File: config.mk
export PLATFORM = sky130hd
export DESIGN_NAME = rgbk_kernel
export DESIGN_NICKNAME = d
export VERILOG_FILES = /design/src/sv/rgbk_pkg.sv /design/src/sv/rgbk_kernel.sv
export SDC_FILE = /design/constraint.sdc
export NUM_CORES = 1
export LEC_CHECK = 0
export BUFFER_PORTS_ARGS = -buffer_cell sky130_fd_sc_hd__buf_2
export CAP_MARGIN = 20
export CORE_ASPECT_RATIO = 1.25
export CORE_MARGIN = 1
export CORE_UTILIZATION = 67
export DETAILED_ROUTE_END_ITERATION = 8
export GPL_ROUTABILITY_DRIVEN = 0
export PLACE_DENSITY = 0.95
export SYNTH_ARGS = -nofsm -noshare
export SYNTH_HDL_FRONTEND = slang
export SYNTH_SLANG_ARGS = --single-unit
export TNS_END_PERCENT = 50
File: constraint.sdc
create_clock -name vclk -period 21.3
set_input_delay 4.26 -clock vclk [all_inputs]
set_output_delay 4.26 -clock vclk [all_outputs]
set_load 0.05 [all_outputs]
File: src/sv/rgbk_pkg.sv
// Shared types and constants of the RGB 3x3 kernel filter.
package rgbk_pkg;

  // Fixed field widths.
  localparam int ChanW   = 8;
  localparam int PixW    = 3 * ChanW;
  localparam int RowW    = 12;
  localparam int OutColW = 10;
  localparam int WidthW  = 11;
  localparam int HeightW = 13;
  localparam int CfgIdxW = 2;
  localparam int CfgDatW = 13;
  localparam int KernW   = 12;

  // Height limit of the row counter.
  localparam logic [HeightW-1:0] MAX_HEIGHT = 13'd4096;

  // Configuration register indexes.
  localparam logic [CfgIdxW-1:0] CFG_MODE   = 2'd0;
  localparam logic [CfgIdxW-1:0] CFG_WIDTH  = 2'd1;
  localparam logic [CfgIdxW-1:0] CFG_HEIGHT = 2'd2;

  // Kernel codes. Any other code selects emboss.
  localparam logic [1:0] MODE_SOBEL   = 2'd0;
  localparam logic [1:0] MODE_LAPLACE = 2'd1;
  localparam logic [1:0] MODE_EMBOSS  = 2'd2;

  // Tap positions within a window.
  localparam int TL = 0;
  localparam int TC = 1;
  localparam int TR = 2;
  localparam int ML = 3;
  localparam int MC = 4;
  localparam int MR = 5;
  localparam int BL = 6;
  localparam int BC = 7;
  localparam int BR = 8;

  typedef logic [ChanW-1:0] chan_t;
  typedef chan_t [8:0] chan_win_t;

  typedef struct packed {
    logic [ChanW-1:0] red_in;
    logic [ChanW-1:0] green_in;
    logic [ChanW-1:0] blue_in;
  } pixel_t;

  typedef struct packed {
    logic [RowW-1:0]    out_row;
    logic [OutColW-1:0] out_col;
    logic [ChanW-1:0]   red_out;
    logic [ChanW-1:0]   green_out;
    logic [ChanW-1:0]   blue_out;
  } result_t;

endpackage

File: src/sv/rgbk_kernel.sv
// One channel of the 3x3 kernel arithmetic with saturation to 0..255.
module rgbk_kernel import rgbk_pkg::*; (
  input  logic [1:0] mode,
  input  chan_win_t  win,
  output chan_t      value
);

  logic signed [KernW-1:0] t [9];
  logic signed [KernW-1:0] gx, gy, gy_adj, gy_half, v;

  always_comb begin
    for (int i = 0; i < 9; i++) begin
      t[i] = $signed({{(KernW-ChanW){1'b0}}, win[i]});
    end
    gx = t[TL] + (t[TC] <<< 1) + t[TR] - t[BL] - (t[BC] <<< 1) - t[BR];
    gy = t[TL] - t[TR] + (t[ML] <<< 1) - (t[MR] <<< 1) + t[BL] - t[BR];
    // Add one before the shift for negative values so the halving truncates toward zero.
    gy_adj  = gy + $signed({{(KernW-1){1'b0}}, gy[KernW-1]});
    gy_half = gy_adj >>> 1;
    unique case (mode)
      MODE_SOBEL:   v = gx + gy_half;
      MODE_LAPLACE: v = (t[MC] <<< 2) - t[TC] - t[BC] - t[ML] - t[MR];
      default:      v = t[MC] + t[MR] + t[BC] + (t[BR] <<< 1)
                        - (t[TL] <<< 1) - t[TC] - t[ML];
    endcase
    if (v[KernW-1] || v == '0) begin
      value = '0;
    end else if (v >= $signed(KernW'(255))) begin
      value = 8'd255;
    end else begin
      value = v[ChanW-1:0];
    end
  end

endmodule

==> results_dict.tcl <==
set metrics [dict create \
    layout_clock_buffer_count 0 \
    post_synth_most_frequent_cells "171 x inv_1, 116 x fa_1, 79 x ha_1" \
    grt_max_degree 23 \
    ys_seq_area_frac 0 \
    hold_buffers 0 \
    routed_wl_mm 15.6 \
    yosys.area_share.simple 0.116 \
    area_grow_syn2layout_pct 8.95 \
    synth_compound_gate_area_share 0.153 \
    crit_fanout 8 \
    min_path_cells 5 \
    post_synth_fa_ha_maj_area_fraction 0.547 \
    drc 0 \
    antenna_found_initial 0 \
    cell_with_the_largest_stage_delay_on_the_worst_path "fa_1" \
    first_pass_iters 5 \
    timing.hold.worst.class "in2out" \
    count_of_cell_types_in_the_netlist 63 \
    timing.critical_path.slowest_cell_delay_ns 0.54 \
    yosys.area_share.xor_xnor 0.0622 \
    groute.usage.overall 0.358 \
    dominant_combinational_cell_family_by_area_after_synthesis "adder cells" \
    initial_core_util 0.696 \
    n_antenna_cell 0 \
    synthTopCellsByArea "fa_1 38%, ha_1 16%, inv_1 11%, xor2_1 3.3%, xnor2_1 2.9%" \
    dieHeight_um 108 \
    min_period_ns 16.43 \
    timing.slew.headroom 0.537 \
    syn-mean-instance-area_um2 8.81 \
    nNetsFinal 1035 \
    die_x_extent_um 87.0 \
    tightest_slew_ns 0.690 \
    drt-initial-drc-count 376 \
    ff_latch_area_um2 0 \
    post_cts.resized_instances 0 \
    timing.critical_path.arrival_ns 12.17 \
    detail_route.vias_per_cell 6.02 \
    number_of_warning_messages_in_the_yosys_log 0 \
    rsz0062_at_grt "false" \
    totalNegativeSetupSlack_ns 0 \
    status "completed" \
    wl_per_cell_um 17.7 \
    antenna_left 0 \
    worst-setup-path-type "in2out" \
    syn-instance-count 687 \
    synth.mux.area_fraction 0.0134 \
    report.final.setup_viol 0 \
    via_count_of_the_first_global_routing_pass 5752 \
    placement.io_buffers 82 \
    cp-end-kind "output pin" \
    grt_overflow_total 0 \
    finalHoldViolCount 0 \
    rows 38 \
    startpoint_type "input port" \
    placeable_core_region_um2 8700 \
    min_period_over_period 0.771 \
    io_pins 82 \
    hpwlAfterDp_mm 14.1 \
    yosysTopAreaCell "fa_1" \
    maxCapViolCount 0 \
    global_route_wire_length_before_repair_mm 25.8 \
    postCtsSetupBuffers 0 \
    final_layout_size_suffix_gt1_frac 0.132 \
    clock.fmax_mhz 60.9 \
    synth_fp_nets 956 \
    cpMostUsedCell "ha_1" \
    die_area_um2 9420 \
    netlist_area_um2 6050 \
    timing.final.max_slew_violations 0 \
    netlist.area_leader.share 0.384 \
    yosysMostFrequentCell "inv_1" \
    sequential_cell_total 0 \
    vias 5322 \
    critical_path_data_required_time_ns 17.04 \
]
-- worst paths after layout --
check	start	endpoint	slack [ns]
max	win[0]	value[3]	4.87
min	win[8]	value[0]	9.35
-- routing by layer --
layer,vias to the layer above,global-route usage,part of all wire
met4,0,0.205,0.063
met2,293,0.653,0.51
met1,2548,0.397,0.36
met5,-,0,0
li1,2391,-,-
met3,90,0.0466,0.070
-- critical path, delay by kind of cell --
family          cells  cell delay (ns)
fa+ha+maj          10             3.49
buf+inv             6             0.67
simple gates        3             0.60
compound gates     13             2.71
xor+xnor            2             0.45
-- kinds of logic (layout without fill, tap and decap cells) --
family / after synthesis / in the layout
buffers and inverters: 176 / 253
xor gates and xnor gates: 43 / 43
adders and majority gates: 195 / 195
muxes: 8 / 8
and+or+nand+nor: 137 / 137
AOI/OAI and AO/OA: 128 / 128
-- final cells by class --
type	count	area, um^2
timing repair buffer	82	410
inverter	171	642
tap	120	150
multi-input combinational	511	5390
fill	583	2110
-- through the flow --
step	cell area [um^2]	instances	setup WS [ns]	util	hold WS (ns)
2_1_floorplan	6050	687	5.50	-	9.10
3_3_place_gp	6600	884	5.39	0.758	9.31
3_5_place_dp	6600	884	5.08	0.758	9.34
4_1_cts	6600	884	5.03	0.758	9.34
5_1_grt	6600	884	4.47	0.758	9.40
6_report	6600	884	4.87	0.758	9.35
-- layout by cell type, fill, tap and decap left out, types with 6 or more instances in the layout --
cell type,n
a211oi_1,7
a21o_1,15
a21oi_1,32
and2_1,6
and3_1,6
buf_2,82
fa_1,116
ha_1,79
inv_1,171
mux2i_1,7
nand2_1,31
nand2b_1,7
nand3_1,12
nand4_1,6
nor2_1,35
nor3_1,11
o21ai_0,24
xnor2_1,20
xor2_1,23
Power is left out: the tool's default activity adds up to more than one toggle a clock period on the data nets, which glitch-free logic cannot reach.
