==> src/sv/rgbk_pkg.sv <==
// Shared types and constants of the RGB 3x3 kernel filter.
package rgbk_pkg;

  // Fixed field widths.
  localparam int ChanW   = 8;
  localparam int PixW    = 3 * ChanW;
  localparam int RowW    = 12;
  localparam int OutColW = 10;
  localparam int WidthW  = 11;
  localparam int HeightW = 13;
  localparam int CfgIdxW = 2;
  localparam int CfgDatW = 13;
  localparam int KernW   = 12;

  // Height limit of the row counter.
  localparam logic [HeightW-1:0] MAX_HEIGHT = 13'd4096;

  // Configuration register indexes.
  localparam logic [CfgIdxW-1:0] CFG_MODE   = 2'd0;
  localparam logic [CfgIdxW-1:0] CFG_WIDTH  = 2'd1;
  localparam logic [CfgIdxW-1:0] CFG_HEIGHT = 2'd2;

  // Kernel codes. Any other code selects emboss.
  localparam logic [1:0] MODE_SOBEL   = 2'd0;
  localparam logic [1:0] MODE_LAPLACE = 2'd1;
  localparam logic [1:0] MODE_EMBOSS  = 2'd2;

  // Tap positions within a window.
  localparam int TL = 0;
  localparam int TC = 1;
  localparam int TR = 2;
  localparam int ML = 3;
  localparam int MC = 4;
  localparam int MR = 5;
  localparam int BL = 6;
  localparam int BC = 7;
  localparam int BR = 8;

  typedef logic [ChanW-1:0] chan_t;
  typedef chan_t [8:0] chan_win_t;

  typedef struct packed {
    logic [ChanW-1:0] red_in;
    logic [ChanW-1:0] green_in;
    logic [ChanW-1:0] blue_in;
  } pixel_t;

  typedef struct packed {
    logic [RowW-1:0]    out_row;
    logic [OutColW-1:0] out_col;
    logic [ChanW-1:0]   red_out;
    logic [ChanW-1:0]   green_out;
    logic [ChanW-1:0]   blue_out;
  } result_t;

endpackage

==> src/sv/rgbk_top_dummy_never.sv <==
// Window register bank and tap assembly for the three color channels.
module rgbk_window import rgbk_pkg::*; (
  input  logic        clk,
  input  logic        rst,
  input  logic        shift,
  input  logic [PixW-1:0] top,
  input  logic [PixW-1:0] mid,
  input  logic [PixW-1:0] bot,
  output chan_win_t   win_r,
  output chan_win_t   win_g,
  output chan_win_t   win_b
);

  // Entries 0..2 hold the column two back (top, middle, bottom), 3..5 one back.
  logic [PixW-1:0] wregs [6];
  logic [PixW-1:0] px [9];

  always_comb begin
    px[TL] = wregs[0]; px[TC] = wregs[3]; px[TR] = top;
    px[ML] = wregs[1]; px[MC] = wregs[4]; px[MR] = mid;
    px[BL] = wregs[2]; px[BC] = wregs[5]; px[BR] = bot;
    for (int i = 0; i < 9; i++) begin
      win_r[i] = px[i][3*ChanW-1:2*ChanW];
      win_g[i] = px[i][2*ChanW-1:ChanW];
      win_b[i] = px[i][ChanW-1:0];
    end
  end

  always_ff @(posedge clk) begin
    if (rst) begin
      for (int i = 0; i < 6; i++) begin
        wregs[i] <= '0;
      end
    end else if (shift) begin
      wregs[0] <= wregs[3];
      wregs[1] <= wregs[4];
      wregs[2] <= wregs[5];
      wregs[3] <= top;
      wregs[4] <= mid;
      wregs[5] <= bot;
    end
  end

endmodule

==> config.mk <==
export PLATFORM = sky130hd
export DESIGN_NAME = rgbk_window
export DESIGN_NICKNAME = d
export VERILOG_FILES = /design/src/sv/rgbk_pkg.sv /design/src/sv/rgbk_top_dummy_never.sv
export SDC_FILE = /design/constraint.sdc
export NUM_CORES = 1
export LEC_CHECK = 0
export ABC_CLOCK_PERIOD_IN_PS = 6800
export BUFFER_PORTS_ARGS = -buffer_cell sky130_fd_sc_hd__buf_2
export CAP_MARGIN = 5
export CORE_MARGIN = 3
export CORE_UTILIZATION = 45
export DETAILED_ROUTE_END_ITERATION = 8
export HOLD_SLACK_MARGIN = 0.03
export PLACE_DENSITY = 0.79
export SYNTH_ARGS = -nofsm -noshare
export SYNTH_HDL_FRONTEND = slang
export SYNTH_SLANG_ARGS = --single-unit
==> constraint.sdc <==
create_clock -name clk -period 6.8 [get_ports clk]
set_input_delay 0.34 -clock clk [delete_from_list [all_inputs] [get_ports clk]]
set_output_delay 0.34 -clock clk [all_outputs]
set_load 0.005 [all_outputs]
==> impl_results.md <==
* Period utilization at 35.8%
* Initial Util at 46.8%
* Post-Route WL at 12900 microns
* Final antenna-violating net count at 0
* Slew Viols, Final at 0
* Critical Path Start Type: input pin
* Clk buf depth at 2
* Share of cells above drive strength 1 at 52.5%
* RSZ-0062 raised after global routing: no
* Placed cells at 758
* Slew margin rel. at 27.7%
* Largest net degree at the start of global routing at 87
* Max FFs per register at 144
* Most common cell after layout, fill and taps aside: buf_2
* Post-synthesis cell count at 392
* Seq/Total Area, Yosys at 68.4%
* GR Util met1 at 18.8%
* # hold bufs at CTS at 0
* GR peak layer: met2
* DRT Pass-1 Iters at 4
* CTS tree: built
* Leakage at 0.00416 uW
* CP bufs+invs at 2
* Number of global-route vias before repair at 3799
* Min-Delay Path Depth at 2
* Biggest regs: wregs x144
* Clk slew on worst S/H paths at 0.06 ns
* Slowest CP cell: or2_4
* Top-level port count at 291
* Area leader, netlist: edfxtp_1
* Sink Count at 144
* Vias/cell at 4.87
* Worst r2r path cells at 1
* CP top delay family: buffers and inverters
* YS warnings at 0
* Total track usage at 16.4%
* Crit path required time at 6.83 ns
* Rows at 42
* Gpl congestion at 0.753
* Met2 Use GR at 28.1%
* Die width at 125 microns
* Worst slew pin tran at 1.08 ns
* Cts bufs inserted at 17
* H-tree depth at 4
* I/O Buffers at 290
* #FFs+latches synth at 144
* Met3 GRT Util at 5.36%
* Clk root buf: clkbuf_16
* Global-route wire length before repair at 20300 microns
* Crit-path most repeated cell: buf_4
* Initial antenna violation count at 0
* Synthesis-to-layout area growth at 24.9%
* Final Critical Period at 2.43 ns
* Flop-to-flop setup slack at 5.95 ns
* WL per Instance at 16.4 microns
* Final hold viol count at 0
* Synth Area per Inst at 16.1 sq um
* Critical path class: in2reg
* Most frequent cells in the layout: 288 x buf_2, 144 x and3b_1, 144 x edfxtp_1
* Clock skew at 0.00809 ns
* Biggest register: wregs
* Fin Setup TNS at 0 ns
* Hold crit path type: in2reg
* Worst EP arrival at 2.47 ns
* Drc violations at 0
* Die Height at 125 microns
* CP cell instances: buf_4 -> or2_4 -> buf_4
* CP Capture Type: flip-flop
* Clk_lat worst skew at 0.41 ns
* Via count at 3842
* Antenna Cells at 0
* Synth top area share at 68.4%
* Achievable Freq at 0.411 GHz
* Synth area leaders: edfxtp_1 68%, and3b_1 20%, buf_4 8.7%
* Pwr Density at 280 nW/um^2
* Setup violations, final at 0
* GRT overflow at 0
* Number of setup buffers added after CTS at 0
* CORE AREA at 13500 sq um
* Worst VDD drop at 0.150 mV
* Fin cells at 789
* Post-synth design cell area at 6320 sq um
* Total of max-cap violations at 0
* Status: completed
* Post-cts resize count at 0
* Total die area at 15500 sq um
* Post-synth cell types at 7
* CP Depth at 3
* Mapped Nets at 467
* Nets at 676
* Worst path max stage delay at 0.94 ns
* Critical path peak fanout at 82
* Initial DRC Count at 195
[cell usage after synthesis]
library cell	number
buf_4	73
or2_2	1
buf_6	7
and3b_1	144
clkbuf_1	9
buf_2	14
edfxtp_1	144
[path summary, 6_finish.rpt]
path | from | to
setup / recovery | shift | wregs[3][1]$_SDFFCE_PN0P_
hold / removal | bot[3] | wregs[5][3]$_SDFFCE_PN0P_
setup reg to reg | wregs[5][6]$_SDFFCE_PN0P_ | wregs[2][6]$_SDFFCE_PN0P_
hold reg to reg | wregs[3][15]$_SDFFCE_PN0P_ | wregs[0][15]$_SDFFCE_PN0P_
[through the flow]
stage                     hold WS [ns]  setup WS (ns)  total power (uW)  area, sq um  util, %
after floorplan                  0.573           4.00              1190         6320        -
after global placement           0.559           4.01              1280         7290     54.0
after detailed placement         0.561           3.91              1290         7290     54.0
after CTS                        0.234           4.35              2230         7890     58.4
after global routing             0.233           4.14              2300         7890     58.4
final                            0.249           4.37              2210         7890     58.4
[layout make-up]
type                    count  area, sq um
clock buffers              19          433
repair buffers            293         1480
flip-flops and latches    144         4320
multi-input cells         145         1270
fillers                  1066         5610
clock inverters            12          168
well taps                 176          220
[cells by family (layout without fill, tap and decap cells)]
family | after synthesis | in the layout | synth area share [%]
buffers and inverters | 103 | 324 | 11.6
AND/OR/NAND/NOR | 145 | 145 | 20.0
flip-flops | 144 | 144 | 68.4
[metal layers]
| metal | up-vias | wire [microns] |
|---|---|---|
| li1 | 1806 | - |
| met1 | 1844 | 5020 |
| met2 | 169 | 6710 |
| met3 | 23 | 849 |
| met4 | 0 | 335 |
| met5 | - | 0 |
[report_power, final]
part           switching [uW]  internal (uW)
combinational            98.0           95.8
sequential               25.1           1050
clock                     333            607
(Power assumes the default switching activity.)
